--- src/mrrs_pkg.sv ---
`default_nettype none

package mrrs_pkg;

    // Default number of entries in each level's ring queue.
    localparam int QUEUE_DEPTH_DEF = 16;

    // Fixed field widths.
    localparam int LEVELS   = 3;
    localparam int LVL_W    = 2;
    localparam int ID_W     = 8;
    localparam int BURST_W  = 16;
    localparam int PRIO_W   = 8;
    localparam int QUANT_W  = 8;
    localparam int ENTRY_W  = ID_W + BURST_W;
    localparam int IN_W     = 32;
    localparam int OUT_W    = 16;
    localparam int APB_AW   = 4;
    localparam int APB_DW   = 32;

    // Level codes.
    localparam logic [LVL_W-1:0] LVL0 = 2'd0;
    localparam logic [LVL_W-1:0] LVL1 = 2'd1;
    localparam logic [LVL_W-1:0] LVL2 = 2'd2;

    // Request kinds carried in tuser.
    localparam logic CMD_ADD  = 1'b0;
    localparam logic CMD_TICK = 1'b1;

    // Register indexes on the configuration port.
    localparam logic [1:0] REG_QUANT0 = 2'd0;
    localparam logic [1:0] REG_QUANT1 = 2'd1;
    localparam logic [1:0] REG_QUANT2 = 2'd2;

    // Control state of the scheduler.
    typedef enum logic
    {
        ST_IDLE,
        ST_RUN
    } state_t;

    // Queue bookkeeping request from the control logic.
    typedef struct packed
    {
        logic             push;
        logic [LVL_W-1:0] push_lvl;
        logic             pop;
        logic [LVL_W-1:0] pop_lvl;
    } qcmd_t;

endpackage

`default_nettype wire

--- src/multilevel_round_robin_scheduler.sv ---
// Results: an add request or a tick with a job already running gives its result in the cycle
// after acceptance; a tick that must fetch a new job passes through the registered read of the
// job memory and then the output register.
// Requests: no new request is taken while a fetched job is being read from the job memory; the
// output register must be empty or drained in the same cycle for a request to be accepted.
// Reset: queues empty, no job running, level zero current, all quanta 1; job memory is not cleared.
`default_nettype none

module multilevel_round_robin_scheduler #(
    parameter int QUEUE_DEPTH = mrrs_pkg::QUEUE_DEPTH_DEF
) (
    input  wire logic                          clk,
    input  wire logic                          rst_n,
    // Bits: cmd [0]
    input  wire logic [0:0]                    s_axis_tuser,
    // Bits: job_id [7:0], burst_length [23:8], priority_level [31:24]
    input  wire logic [mrrs_pkg::IN_W-1:0]     s_axis_tdata,
    input  wire logic                          s_axis_tvalid,
    output logic                               s_axis_tready,
    // Bits: accepted [0], ran [1], running_id [9:2], served_level [11:10], completed [12]
    output logic      [mrrs_pkg::OUT_W-1:0]    m_axis_tdata,
    output logic                               m_axis_tvalid,
    input  wire logic                          m_axis_tready,
    input  wire logic                          psel,
    input  wire logic                          penable,
    input  wire logic                          pwrite,
    input  wire logic [mrrs_pkg::APB_AW-1:0]   paddr,
    input  wire logic [mrrs_pkg::APB_DW-1:0]   pwdata,
    output logic      [mrrs_pkg::APB_DW-1:0]   prdata,
    output logic                               pready
);

    localparam int PTR_W  = (QUEUE_DEPTH > 1) ? $clog2(QUEUE_DEPTH) : 1;
    localparam int CNT_W  = $clog2(QUEUE_DEPTH + 1);
    localparam int DEPTH  = mrrs_pkg::LEVELS * QUEUE_DEPTH;
    localparam int ADDR_W = $clog2(DEPTH);
    localparam int ID_W   = mrrs_pkg::ID_W;
    localparam int BW     = mrrs_pkg::BURST_W;
    localparam int QW     = mrrs_pkg::QUANT_W;
    localparam int LW     = mrrs_pkg::LVL_W;

    mrrs_pkg::state_t state_reg;
    mrrs_pkg::state_t state_next;

    logic [LW-1:0]                  cur_reg;
    logic [LW-1:0]                  cur_next;
    logic                           active_reg;
    logic                           active_next;
    logic [mrrs_pkg::ENTRY_W-1:0]   job_reg;
    logic [mrrs_pkg::ENTRY_W-1:0]   job_next;
    logic [QW-1:0]                  slice_reg;
    logic [QW-1:0]                  slice_next;
    logic [mrrs_pkg::OUT_W-1:0]     out_data_reg;
    logic [mrrs_pkg::OUT_W-1:0]     out_data_next;
    logic                           out_valid_reg;
    logic                           out_load;

    logic [mrrs_pkg::LEVELS-1:0][QW-1:0]    quantum;
    logic [mrrs_pkg::LEVELS-1:0][CNT_W-1:0] cnt;
    mrrs_pkg::qcmd_t                qcmd;
    logic [ADDR_W-1:0]              wr_addr;
    logic [ADDR_W-1:0]              rd_addr;
    logic                           mem_we;
    logic [mrrs_pkg::ENTRY_W-1:0]   mem_wdata;
    logic [mrrs_pkg::ENTRY_W-1:0]   mem_rdata;

    logic                           accept;
    logic                           in_cmd;
    logic [ID_W-1:0]                in_id;
    logic [BW-1:0]                  in_burst;
    logic [mrrs_pkg::PRIO_W-1:0]    in_prio;
    logic [LW-1:0]                  in_lvl;
    logic [CNT_W:0]                 in_used;
    logic                           in_full;

    logic [LW-1:0]                  scan1;
    logic [LW-1:0]                  scan2;
    logic                           found;
    logic [LW-1:0]                  sel_lvl;
    logic [QW-1:0]                  sel_quant;

    logic [mrrs_pkg::ENTRY_W-1:0]   run_job;
    logic [BW-1:0]                  run_rem;
    logic [BW-1:0]                  ex_rem;
    logic [QW-1:0]                  ex_slice;
    logic                           ex_done;
    logic                           ex_requeue;
    logic [mrrs_pkg::ENTRY_W-1:0]   ex_job;
    logic [mrrs_pkg::OUT_W-1:0]     ex_result;

    mrrs_cfg u_cfg (
        .clk     (clk),
        .rst_n   (rst_n),
        .psel    (psel),
        .penable (penable),
        .pwrite  (pwrite),
        .paddr   (paddr),
        .pwdata  (pwdata),
        .prdata  (prdata),
        .pready  (pready),
        .quantum (quantum)
    );

    mrrs_queues #(
        .QUEUE_DEPTH (QUEUE_DEPTH),
        .PTR_W       (PTR_W),
        .CNT_W       (CNT_W),
        .ADDR_W      (ADDR_W)
    ) u_queues (
        .clk     (clk),
        .rst_n   (rst_n),
        .qcmd    (qcmd),
        .cnt     (cnt),
        .wr_addr (wr_addr),
        .rd_addr (rd_addr)
    );

    mrrs_ram #(
        .WIDTH (mrrs_pkg::ENTRY_W),
        .DEPTH (DEPTH)
    ) u_job_ram (
        .clk   (clk),
        .we    (mem_we),
        .waddr (wr_addr),
        .wdata (mem_wdata),
        .raddr (rd_addr),
        .rdata (mem_rdata)
    );

    // Input request fields.
    assign s_axis_tready = (state_reg == mrrs_pkg::ST_IDLE) && (!out_valid_reg || m_axis_tready);
    assign accept        = s_axis_tvalid && s_axis_tready;
    assign in_cmd        = s_axis_tuser[0];
    assign in_id         = s_axis_tdata[7:0];
    assign in_burst      = s_axis_tdata[23:8];
    assign in_prio       = s_axis_tdata[31:24];

    // Level of an added job and its occupancy including a running job.
    always_comb
    begin
        if (in_prio == mrrs_pkg::PRIO_W'(0))
        begin
            in_lvl = mrrs_pkg::LVL0;
        end
        else if (in_prio == mrrs_pkg::PRIO_W'(1))
        begin
            in_lvl = mrrs_pkg::LVL1;
        end
        else
        begin
            in_lvl = mrrs_pkg::LVL2;
        end
    end

    assign in_used = {1'b0, cnt[in_lvl]} + (CNT_W + 1)'(active_reg && (cur_reg == in_lvl));
    assign in_full = in_used >= (CNT_W + 1)'(QUEUE_DEPTH);

    // Cyclic search for the first non-empty level starting at the current one.
    assign scan1 = (cur_reg == mrrs_pkg::LVL2) ? mrrs_pkg::LVL0 : cur_reg + LW'(1);
    assign scan2 = (cur_reg == mrrs_pkg::LVL0) ? mrrs_pkg::LVL2 : cur_reg - LW'(1);

    always_comb
    begin
        found   = 1'b1;
        sel_lvl = cur_reg;
        priority if (cnt[cur_reg] != '0)
        begin
            sel_lvl = cur_reg;
        end
        else if (cnt[scan1] != '0)
        begin
            sel_lvl = scan1;
        end
        else if (cnt[scan2] != '0)
        begin
            sel_lvl = scan2;
        end
        else
        begin
            found = 1'b0;
        end
    end

    // A quantum of zero behaves as one.
    assign sel_quant = (quantum[sel_lvl] == '0) ? QW'(1) : quantum[sel_lvl];

    // One tick of work on the running job, fresh from memory or held in registers.
    assign run_job    = (state_reg == mrrs_pkg::ST_RUN) ? mem_rdata : job_reg;
    assign run_rem    = run_job[BW-1:0];
    assign ex_rem     = (run_rem != '0) ? run_rem - BW'(1) : '0;
    assign ex_slice   = (slice_reg != '0) ? slice_reg - QW'(1) : '0;
    assign ex_done    = (ex_rem == '0);
    assign ex_requeue = !ex_done && (ex_slice == '0);
    assign ex_job     = {run_job[mrrs_pkg::ENTRY_W-1:BW], ex_rem};
    assign ex_result  = {3'b000, ex_done, cur_reg, run_job[mrrs_pkg::ENTRY_W-1:BW],
                         1'b1, 1'b0};

    // Control: next state, queue requests and result.
    always_comb
    begin
        state_next    = state_reg;
        cur_next      = cur_reg;
        active_next   = active_reg;
        job_next      = job_reg;
        slice_next    = slice_reg;
        qcmd          = '0;
        mem_we        = 1'b0;
        mem_wdata     = ex_job;
        out_load      = 1'b0;
        out_data_next = out_data_reg;

        unique case (state_reg)
            mrrs_pkg::ST_IDLE:
            begin
                if (accept)
                begin
                    if (in_cmd == mrrs_pkg::CMD_ADD)
                    begin
                        out_load      = 1'b1;
                        out_data_next = {{(mrrs_pkg::OUT_W - 1){1'b0}}, !in_full};
                        if (!in_full && (in_burst != '0))
                        begin
                            qcmd.push     = 1'b1;
                            qcmd.push_lvl = in_lvl;
                            mem_we        = 1'b1;
                            mem_wdata     = {in_id, in_burst};
                        end
                    end
                    else if (active_reg)
                    begin
                        out_load      = 1'b1;
                        out_data_next = ex_result;
                        active_next   = !ex_done && !ex_requeue;
                        job_next      = ex_job;
                        slice_next    = ex_done ? '0 : ex_slice;
                        if (ex_requeue)
                        begin
                            qcmd.push     = 1'b1;
                            qcmd.push_lvl = cur_reg;
                            mem_we        = 1'b1;
                        end
                    end
                    else if (found)
                    begin
                        qcmd.pop     = 1'b1;
                        qcmd.pop_lvl = sel_lvl;
                        cur_next     = sel_lvl;
                        slice_next   = sel_quant;
                        state_next   = mrrs_pkg::ST_RUN;
                    end
                    else
                    begin
                        out_load      = 1'b1;
                        out_data_next = '0;
                    end
                end
            end
            mrrs_pkg::ST_RUN:
            begin
                out_load      = 1'b1;
                out_data_next = ex_result;
                active_next   = !ex_done && !ex_requeue;
                job_next      = ex_job;
                slice_next    = ex_done ? '0 : ex_slice;
                state_next    = mrrs_pkg::ST_IDLE;
                if (ex_requeue)
                begin
                    qcmd.push     = 1'b1;
                    qcmd.push_lvl = cur_reg;
                    mem_we        = 1'b1;
                end
            end
            default:
            begin
                state_next = mrrs_pkg::ST_IDLE;
            end
        endcase
    end

    // Control state registers.
    always_ff @(posedge clk or negedge rst_n)
    begin
        if (!rst_n)
        begin
            state_reg     <= mrrs_pkg::ST_IDLE;
            cur_reg       <= mrrs_pkg::LVL0;
            active_reg    <= 1'b0;
            job_reg       <= '0;
            slice_reg     <= '0;
            out_valid_reg <= 1'b0;
        end
        else
        begin
            state_reg  <= state_next;
            cur_reg    <= cur_next;
            active_reg <= active_next;
            job_reg    <= job_next;
            slice_reg  <= slice_next;
            if (out_load)
            begin
                out_valid_reg <= 1'b1;
            end
            else if (m_axis_tready)
            begin
                out_valid_reg <= 1'b0;
            end
        end
    end

    // Output payload register.
    always_ff @(posedge clk)
    begin
        out_data_reg <= out_data_next;
    end

    assign m_axis_tdata  = out_data_reg;
    assign m_axis_tvalid = out_valid_reg;

endmodule

`default_nettype wire

--- src/mrrs_ram.sv ---
`default_nettype none

module mrrs_ram #(
    parameter int WIDTH = 24,
    parameter int DEPTH = 48
) (
    input  wire logic                     clk,
    input  wire logic                     we,
    input  wire logic [$clog2(DEPTH)-1:0] waddr,
    input  wire logic [WIDTH-1:0]         wdata,
    input  wire logic [$clog2(DEPTH)-1:0] raddr,
    output logic      [WIDTH-1:0]         rdata
);

    logic [WIDTH-1:0] mem [DEPTH];

    // One write port, one read port with registered data.
    always_ff @(posedge clk)
    begin
        if (we)
        begin
            mem[waddr] <= wdata;
        end
        rdata <= mem[raddr];
    end

endmodule

`default_nettype wire

--- src/mrrs_cfg.sv ---
`default_nettype none

module mrrs_cfg (
    input  wire logic                           clk,
    input  wire logic                           rst_n,
    input  wire logic                           psel,
    input  wire logic                           penable,
    input  wire logic                           pwrite,
    input  wire logic [mrrs_pkg::APB_AW-1:0]    paddr,
    input  wire logic [mrrs_pkg::APB_DW-1:0]    pwdata,
    output logic      [mrrs_pkg::APB_DW-1:0]    prdata,
    output logic                                pready,
    output logic [mrrs_pkg::LEVELS-1:0][mrrs_pkg::QUANT_W-1:0] quantum
);

    logic [mrrs_pkg::QUANT_W-1:0] quant0_reg;
    logic [mrrs_pkg::QUANT_W-1:0] quant1_reg;
    logic [mrrs_pkg::QUANT_W-1:0] quant2_reg;
    logic                         wr_en;
    logic [1:0]                   reg_idx;

    assign pready  = 1'b1;
    assign wr_en   = psel && penable && pwrite && pready;
    assign reg_idx = paddr[3:2];

    // Quantum registers; writes beyond the register list are dropped.
    always_ff @(posedge clk or negedge rst_n)
    begin
        if (!rst_n)
        begin
            quant0_reg <= mrrs_pkg::QUANT_W'(1);
            quant1_reg <= mrrs_pkg::QUANT_W'(1);
            quant2_reg <= mrrs_pkg::QUANT_W'(1);
        end
        else if (wr_en)
        begin
            if (reg_idx == mrrs_pkg::REG_QUANT0)
            begin
                quant0_reg <= pwdata[mrrs_pkg::QUANT_W-1:0];
            end
            if (reg_idx == mrrs_pkg::REG_QUANT1)
            begin
                quant1_reg <= pwdata[mrrs_pkg::QUANT_W-1:0];
            end
            if (reg_idx == mrrs_pkg::REG_QUANT2)
            begin
                quant2_reg <= pwdata[mrrs_pkg::QUANT_W-1:0];
            end
        end
    end

    // Read-back mux.
    always_comb
    begin
        prdata = '0;
        unique case (reg_idx)
            mrrs_pkg::REG_QUANT0: prdata[mrrs_pkg::QUANT_W-1:0] = quant0_reg;
            mrrs_pkg::REG_QUANT1: prdata[mrrs_pkg::QUANT_W-1:0] = quant1_reg;
            mrrs_pkg::REG_QUANT2: prdata[mrrs_pkg::QUANT_W-1:0] = quant2_reg;
            default:              prdata = '0;
        endcase
    end

    assign quantum[0] = quant0_reg;
    assign quantum[1] = quant1_reg;
    assign quantum[2] = quant2_reg;

endmodule

`default_nettype wire

--- src/mrrs_queues.sv ---
`default_nettype none

module mrrs_queues #(
    parameter int QUEUE_DEPTH = mrrs_pkg::QUEUE_DEPTH_DEF,
    parameter int PTR_W       = (QUEUE_DEPTH > 1) ? $clog2(QUEUE_DEPTH) : 1,
    parameter int CNT_W       = $clog2(QUEUE_DEPTH + 1),
    parameter int ADDR_W      = $clog2(mrrs_pkg::LEVELS * QUEUE_DEPTH)
) (
    input  wire logic                  clk,
    input  wire logic                  rst_n,
    input  wire mrrs_pkg::qcmd_t       qcmd,
    output logic [mrrs_pkg::LEVELS-1:0][CNT_W-1:0] cnt,
    output logic      [ADDR_W-1:0]     wr_addr,
    output logic      [ADDR_W-1:0]     rd_addr
);

    localparam logic [PTR_W-1:0]  PTR_LAST = PTR_W'(QUEUE_DEPTH - 1);
    localparam logic [ADDR_W-1:0] BASE1    = ADDR_W'(QUEUE_DEPTH);
    localparam logic [ADDR_W-1:0] BASE2    = ADDR_W'(2 * QUEUE_DEPTH);

    logic [mrrs_pkg::LEVELS-1:0][PTR_W-1:0] head_reg;
    logic [mrrs_pkg::LEVELS-1:0][PTR_W-1:0] head_next;
    logic [mrrs_pkg::LEVELS-1:0][PTR_W-1:0] tail_reg;
    logic [mrrs_pkg::LEVELS-1:0][PTR_W-1:0] tail_next;
    logic [mrrs_pkg::LEVELS-1:0][CNT_W-1:0] cnt_reg;
    logic [mrrs_pkg::LEVELS-1:0][CNT_W-1:0] cnt_next;

    function automatic logic [ADDR_W-1:0] level_base(input logic [mrrs_pkg::LVL_W-1:0] lvl);
        logic [ADDR_W-1:0] b;
        unique case (lvl)
            mrrs_pkg::LVL0: b = '0;
            mrrs_pkg::LVL1: b = BASE1;
            mrrs_pkg::LVL2: b = BASE2;
            default:        b = '0;
        endcase
        return b;
    endfunction

    function automatic logic [PTR_W-1:0] ptr_inc(input logic [PTR_W-1:0] p);
        return (p == PTR_LAST) ? '0 : p + PTR_W'(1);
    endfunction

    // Memory addresses of the selected tail and head slots.
    assign wr_addr = level_base(qcmd.push_lvl) + ADDR_W'(tail_reg[qcmd.push_lvl]);
    assign rd_addr = level_base(qcmd.pop_lvl) + ADDR_W'(head_reg[qcmd.pop_lvl]);

    // Pointer and count updates per level.
    always_comb
    begin
        for (int i = 0; i < mrrs_pkg::LEVELS; i++)
        begin
            head_next[i] = head_reg[i];
            tail_next[i] = tail_reg[i];
            cnt_next[i]  = cnt_reg[i];
            if (qcmd.push && (qcmd.push_lvl == mrrs_pkg::LVL_W'(i)))
            begin
                tail_next[i] = ptr_inc(tail_reg[i]);
                cnt_next[i]  = cnt_next[i] + CNT_W'(1);
            end
            if (qcmd.pop && (qcmd.pop_lvl == mrrs_pkg::LVL_W'(i)))
            begin
                head_next[i] = ptr_inc(head_reg[i]);
                cnt_next[i]  = cnt_next[i] - CNT_W'(1);
            end
        end
    end

    always_ff @(posedge clk or negedge rst_n)
    begin
        if (!rst_n)
        begin
            head_reg <= '0;
            tail_reg <= '0;
            cnt_reg  <= '0;
        end
        else
        begin
            head_reg <= head_next;
            tail_reg <= tail_next;
            cnt_reg  <= cnt_next;
        end
    end

    assign cnt = cnt_reg;

endmodule

`default_nettype wire
--- config.mk ---
export PLATFORM = sky130hd
export DESIGN_NAME = multilevel_round_robin_scheduler
export DESIGN_NICKNAME = d
export VERILOG_FILES = /design/src/mrrs_pkg.sv /design/src/multilevel_round_robin_scheduler.sv /design/src/mrrs_ram.sv /design/src/mrrs_cfg.sv /design/src/mrrs_queues.sv
export SDC_FILE = /design/constraint.sdc
export NUM_CORES = 2
export LEC_CHECK = 0
export ABC_CLOCK_PERIOD_IN_PS = 20300
export BUFFER_PORTS_ARGS = -buffer_cell sky130_fd_sc_hd__buf_2
export CORE_ASPECT_RATIO = 0.5
export CORE_MARGIN = 8
export CORE_UTILIZATION = 40
export CTS_CLUSTER_DIAMETER = 150
export DETAILED_ROUTE_END_ITERATION = 12
export PLACE_DENSITY = 0.53
export SETUP_SLACK_MARGIN = 0.1
export SYNTH_ARGS = -nofsm -noshare
export SYNTH_HDL_FRONTEND = slang
export SYNTH_HIERARCHICAL = 1
export SYNTH_SLANG_ARGS = --single-unit
--- constraint.sdc ---
create_clock -name clk -period 20.3 [get_ports clk]
set_input_delay 3.045 -clock clk [delete_from_list [all_inputs] [get_ports clk]]
set_output_delay 3.045 -clock clk [all_outputs]
set_load 0.005 [all_outputs]
* Word level (Yosys, flattened, before mapping)
Memory sizes are Yosys's and may differ from the RTL's. A register that Yosys moved wholly into a read port is not among the register bits.
Cells that the tools add are included.
** Cells by class
- Add/subtract/negate cells :: 19
- $mul :: 0
- Div/mod/pow operators :: 0
- Magnitude comparators :: 8
- Eq/ne operators :: 20
- Shift-type cells :: 0
- Multiplexer cells :: 96
- Bitwise logic cells :: 2
- Reduce and logical (&&, ||, !) cells :: 42
** Operator list (number)
- $mux 24 :: 8
- $mux 16 :: 5
- $mux 8 :: 8
- $mux 5 :: 10
- $pmux 24 s2 :: 1
- $bmux 5 s2 :: 4
- $mux 4 :: 8
- $pmux 16 s2 :: 1
- $reduce_bool 16->1 :: 2
- $add 4x1->4 const B :: 6
- $eq 4x4->1 const B :: 6
- $logic_not 8->1 :: 3
- $mux 3 :: 8
- $pmux 6 s2 :: 2
- $pmux 8 s3 :: 1
- $mux 1 :: 23
- $lt 2x3->1 const B :: 7
- $bmux 4 s2 :: 2
- $bmux 8 s2 :: 1
- $logic_not 16->1 :: 1
- $pmux 8 s2 :: 1
- $sub 16x1->16 const B :: 1
- $add 5x1->5 const B :: 3
- $reduce_bool 5->1 :: 3
- 28 further kinds :: 72
** Word-level totals
- Bits in registers :: 116
- Bits in latches :: 0
- Memory bits (writable) :: 1152
- Memory bits (read-only) :: 0
- Input bits :: 76
- Output and inout bits :: 51
- Word-level logic and storage cells :: 207
- Memories :: 1
** Memory list
- u_job_ram.mem :: depth 48, width 24, rd ports 1, clocked after memory_dff 1, wr ports 1, RTL line mrrs_ram.sv:15 : logic [WIDTH-1:0] mem [DEPTH];

* Longest topological paths before layout
- Depth in word-level cells :: 18
- Mapped depth :: 24

* Hierarchy
Netlist, hierarchy kept.
** By module, submodules not included
- mrrs_ram :: instances 1, cells each 2209, area each 45173.3 um^2, sequential area each 35073.6 um^2
- multilevel_round_robin_scheduler :: instances 1, cells each 476, area each 4105.2 um^2, sequential area each 1316.3 um^2
- mrrs_queues :: instances 1, cells each 222, area each 2366.0 um^2, sequential area each 975.9 um^2
- mrrs_cfg :: instances 1, cells each 108, area each 1337.5 um^2, sequential area each 604.3 um^2

* Least setup slack after synthesis
OpenSTA, ideal clock, no wires.
- Path type :: input to register
- From :: input port s_axis_tdata[29] (netlist name)
- To :: memory u_job_ram.mem[18][0], enable pin
- Data arrival time :: 7857 ps
- Path slack :: 12008 ps
- Cell stages on the path :: 16
- Path through :: nor4_1 and2_1 nand2_1 o32ai_1 a211o_1 nand3b_1 clkbuf_1 clkbuf_1 o22ai_1 buf_4 nor2b_1 nand2_1 o21ai_0 nor4bb_1 nand2_1 nor3_1
** RTL lines
- start: declaration :: RTL line multilevel_round_robin_scheduler.sv:17 : input wire logic [mrrs_pkg::IN_W-1:0] s_axis_tdata,
- end: declaration :: RTL line mrrs_ram.sv:15

==> impl_metrics.toml <==
[setup_path]
crit_path_end_kind = "register"
critical_path_required_ns = 20.83
critical_path_arrival_ns = 10.96
cp_max_fo = 105
crit_type = "in -> reg"
cp-start-kind = "input port"

[synth]
synth_warnings = 6
synthTopCellsByCount = "edfxtp_1, mux2i_1, mux4_2, nand2_1"
synth-main-ff-cell = "edfxtp_1"
ys_seq_elements = 1289
syn_area_mm2 = 0.0530
yosysTopAreaCell = "edfxtp_1"
synthTopCellsByArea = "edfxtp_1, mux2i_1, mux4_2"
yosysMostFrequentCell = "edfxtp_1"
synth.avg_cell_area_um2 = 17.6
synth_cells = 3015
netlist.area_leader.share = 0.660
synthArstFlopShare = 0.0776
yosysSeqAreaShare = 0.717
synth_edf_count = 1165
ys_types = 88

[power_and_ir_drop]
power.internal_mw = 5.58
power_frac_comb = 0.309
p_clk_frac = 0.269
switchingPower_mw = 2.85
swShare = 0.338
powerDensity_mw_per_mm2 = 142
cellLeakagePower_nw = 19.9
power_mw = 8.44
seqPwrFrac = 0.422
vdd_ir_drop_max_uv = 184

[floorplan]
die_x_um = 531
die_area_mm2 = 0.145
io_pins = 127
core_area_mm2 = 0.131
fp-row-count = 94
initial_core_util = 0.403
die_height_um = 273

[route]
via_per_inst = 5.66
route.detailed.drc = 0
postRouteAntennaNets = 0
wl_um = 139000
first_iter_violations = 2969
vias = 28200
routedWlPerCell_um = 27.9
drt-pass1-iter-count = 5

[timing]
finClkSkew_ns = 0.0421
post-route-period-util = 0.514
tightest_slew_ns = 1.28
setup_viol = 0
slew_headroom = 0.147
fmax_mhz = 95.8
drv_slew = 0
min_period_ns = 10.43
rsz0062_at_grt = "false"
tns_ns = 0
finalHoldViolCount = 0

[global_route]
grt_pass1_wl_um = 198000
gr-usage-all-layers = 0.188
gr-total-overflow = 0
grt_pass1_vias = 27300
antenna_found_initial = 12
grt_max_degree = 113

[placement]
gp_congestion = 0.813
hpwl_um = 79900
port_buffers = 72

[clocking]
root_buffer = "clkbuf_16"
cts_sinks = 1289
postCtsSetupRepairBufs = 0
h-tree-depth = 3
numCtsBuffers = 118
path_clk_slew_ns = 0.06
post_cts_resized = 0
cts.path.max_buffers = 3
clkLatencyLatePin_ns = 0.74
cts_tree = "done"
cts_hold_buf = 0

[layout]
final_layout_size_suffix_gt1_frac = 0.193
nets = 3201
area_growth_pct = 12.1
largest_reg_flops = 1152

[run_status]
status = "completed"

[flow_run]
max_cap_viol_count = 0

[worst_hold_path]
hold_path_class = "reg -> reg"
## metal layers
| layer | vias to the layer above | share of wire | routed length (µm) | global-route usage |
|---|---|---|---|---|
| met3 | 149 | 0.077 | 10800 | 0.0399 |
| met2 | 911 | 0.43 | 60000 | 0.274 |
| met5 | - | 0 | 0 | 0 |
| met1 | 14900 | 0.47 | 65700 | 0.288 |
| met4 | 0 | 0.020 | 2790 | 0.0389 |
| li1 | 12300 | - | - | - |
## final timing paths
path	from	endpoint	slack (ns)	cells after the start
hold / removal	u_job_ram/rdata[18]$_DFF_P_	job_reg[18]$_DFFE_PN0P_	0.50	2
setup reg to reg	cur_reg[0]$_DFFE_PN0P_	u_job_ram/rdata[9]$_DFF_P_	11.05	23
setup / recovery	m_axis_tready	u_job_ram/rdata[9]$_DFF_P_	9.87	22
max in group asynchronous	rst_n	job_reg[0]$_DFFE_PN0P_	16.69	2
hold reg to reg	u_job_ram/rdata[18]$_DFF_P_	job_reg[18]$_DFFE_PN0P_	0.50	2
min in group asynchronous	rst_n	slice_reg[0]$_DFFE_PN0P_	2.33	1
## logic make-up (layout without fill, tap and decap cells)
family / Yosys count / count (layout) / share of synthesized area
DFF: 1289 / 1289 / 0.717
adders and majority gates: 19 / 19 / 0.00449
and+or+nand+nor: 390 / 390 / 0.0384
xor gates and xnor gates: 43 / 43 / 0.00739
muxes: 610 / 610 / 0.146
other: 3 / 34 / 0.000213
buffers and inverters: 212 / 377 / 0.0226
AOI/OAI and AO/OA: 449 / 449 / 0.0641
## power groups by stage
| stage | Combinational (mW) | Clock [mW] | Sequential, mW |
|---|---|---|---|
| finish | 2.61 | 2.27 | 3.56 |
| global route | 2.77 | 2.42 | 3.58 |
| CTS | 2.61 | 2.32 | 3.56 |
| detailed placement | 2.61 | 0 | 3.61 |
| global placement | 2.56 | 0 | 3.61 |
| floorplan | 1.65 | 0 | 3.57 |
## worst max-delay path: stages
cell and delay [ns]:
buf_2 0.08, inv_1 0.04, a21oi_1 0.17, and2_1 0.29
nand2_1 0.10, o21bai_1 0.68, nand2_1 0.42, nor2_1 0.19
buf_4 0.26, nor2b_4 0.17, buf_4 0.60, nand2_1 0.20
o21ai_4 0.09, buf_4 0.60, buf_4 0.78, buf_12 0.60
buf_12 0.71, mux2i_1 0.16, a22o_1 0.32, a221oi_1 0.28
o22ai_1 0.18, o41ai_2 0.67
## cell type report
cell class                 instances  area, µm²
timing repair buffer             142        951
inverter                          16       60.1
multi-input combinational       1539      14200
sequential                      1289      38000
clock buffer                     152       3210
antenna                            6       15.0
fill                           11400      72100
clock inverter                    67        716
tap                             1776       2220
## cells in the final DEF (no fill, tap or decap), types with 16 or more instances in the layout
cell	n
nand3_1	16
buf_2	71
xnor2_1	31
nor2_2	30
a22o_1	50
nand4_1	20
o21ai_0	46
o22ai_1	29
mux4_2	120
clkbuf_16	120
mux2_2	56
clkinv_1	23
dfxtp_1	24
dfrtp_1	96
clkinv_2	20
o31ai_1	16
conb_1	28
inv_1	16
a221oi_1	49
edfxtp_1	1165
o41ai_2	24
buf_4	66
a21oi_1	76
nor3_1	22
a22oi_1	97
mux2i_1	424
nor2_1	50
nand2_1	117
clkbuf_1	23
ha_1	19
## per-stage QoR
stage | util | setup slack [ns] | std cells | hold WS, ns | instance area (µm²)
finish | 0.452 | 9.87 | 4987 | 0.503 | 59400
global route | 0.451 | 9.46 | 4981 | 0.534 | 59400
CTS | 0.451 | 9.94 | 4981 | 0.504 | 59400
detailed placement | 0.422 | 9.16 | 4762 | 0.485 | 55400
global placement | 0.422 | 9.22 | 4762 | 0.489 | 55400
floorplan | - | 12.01 | 3040 | 0.435 | 53100
Power figures use the tool's default switching activity.
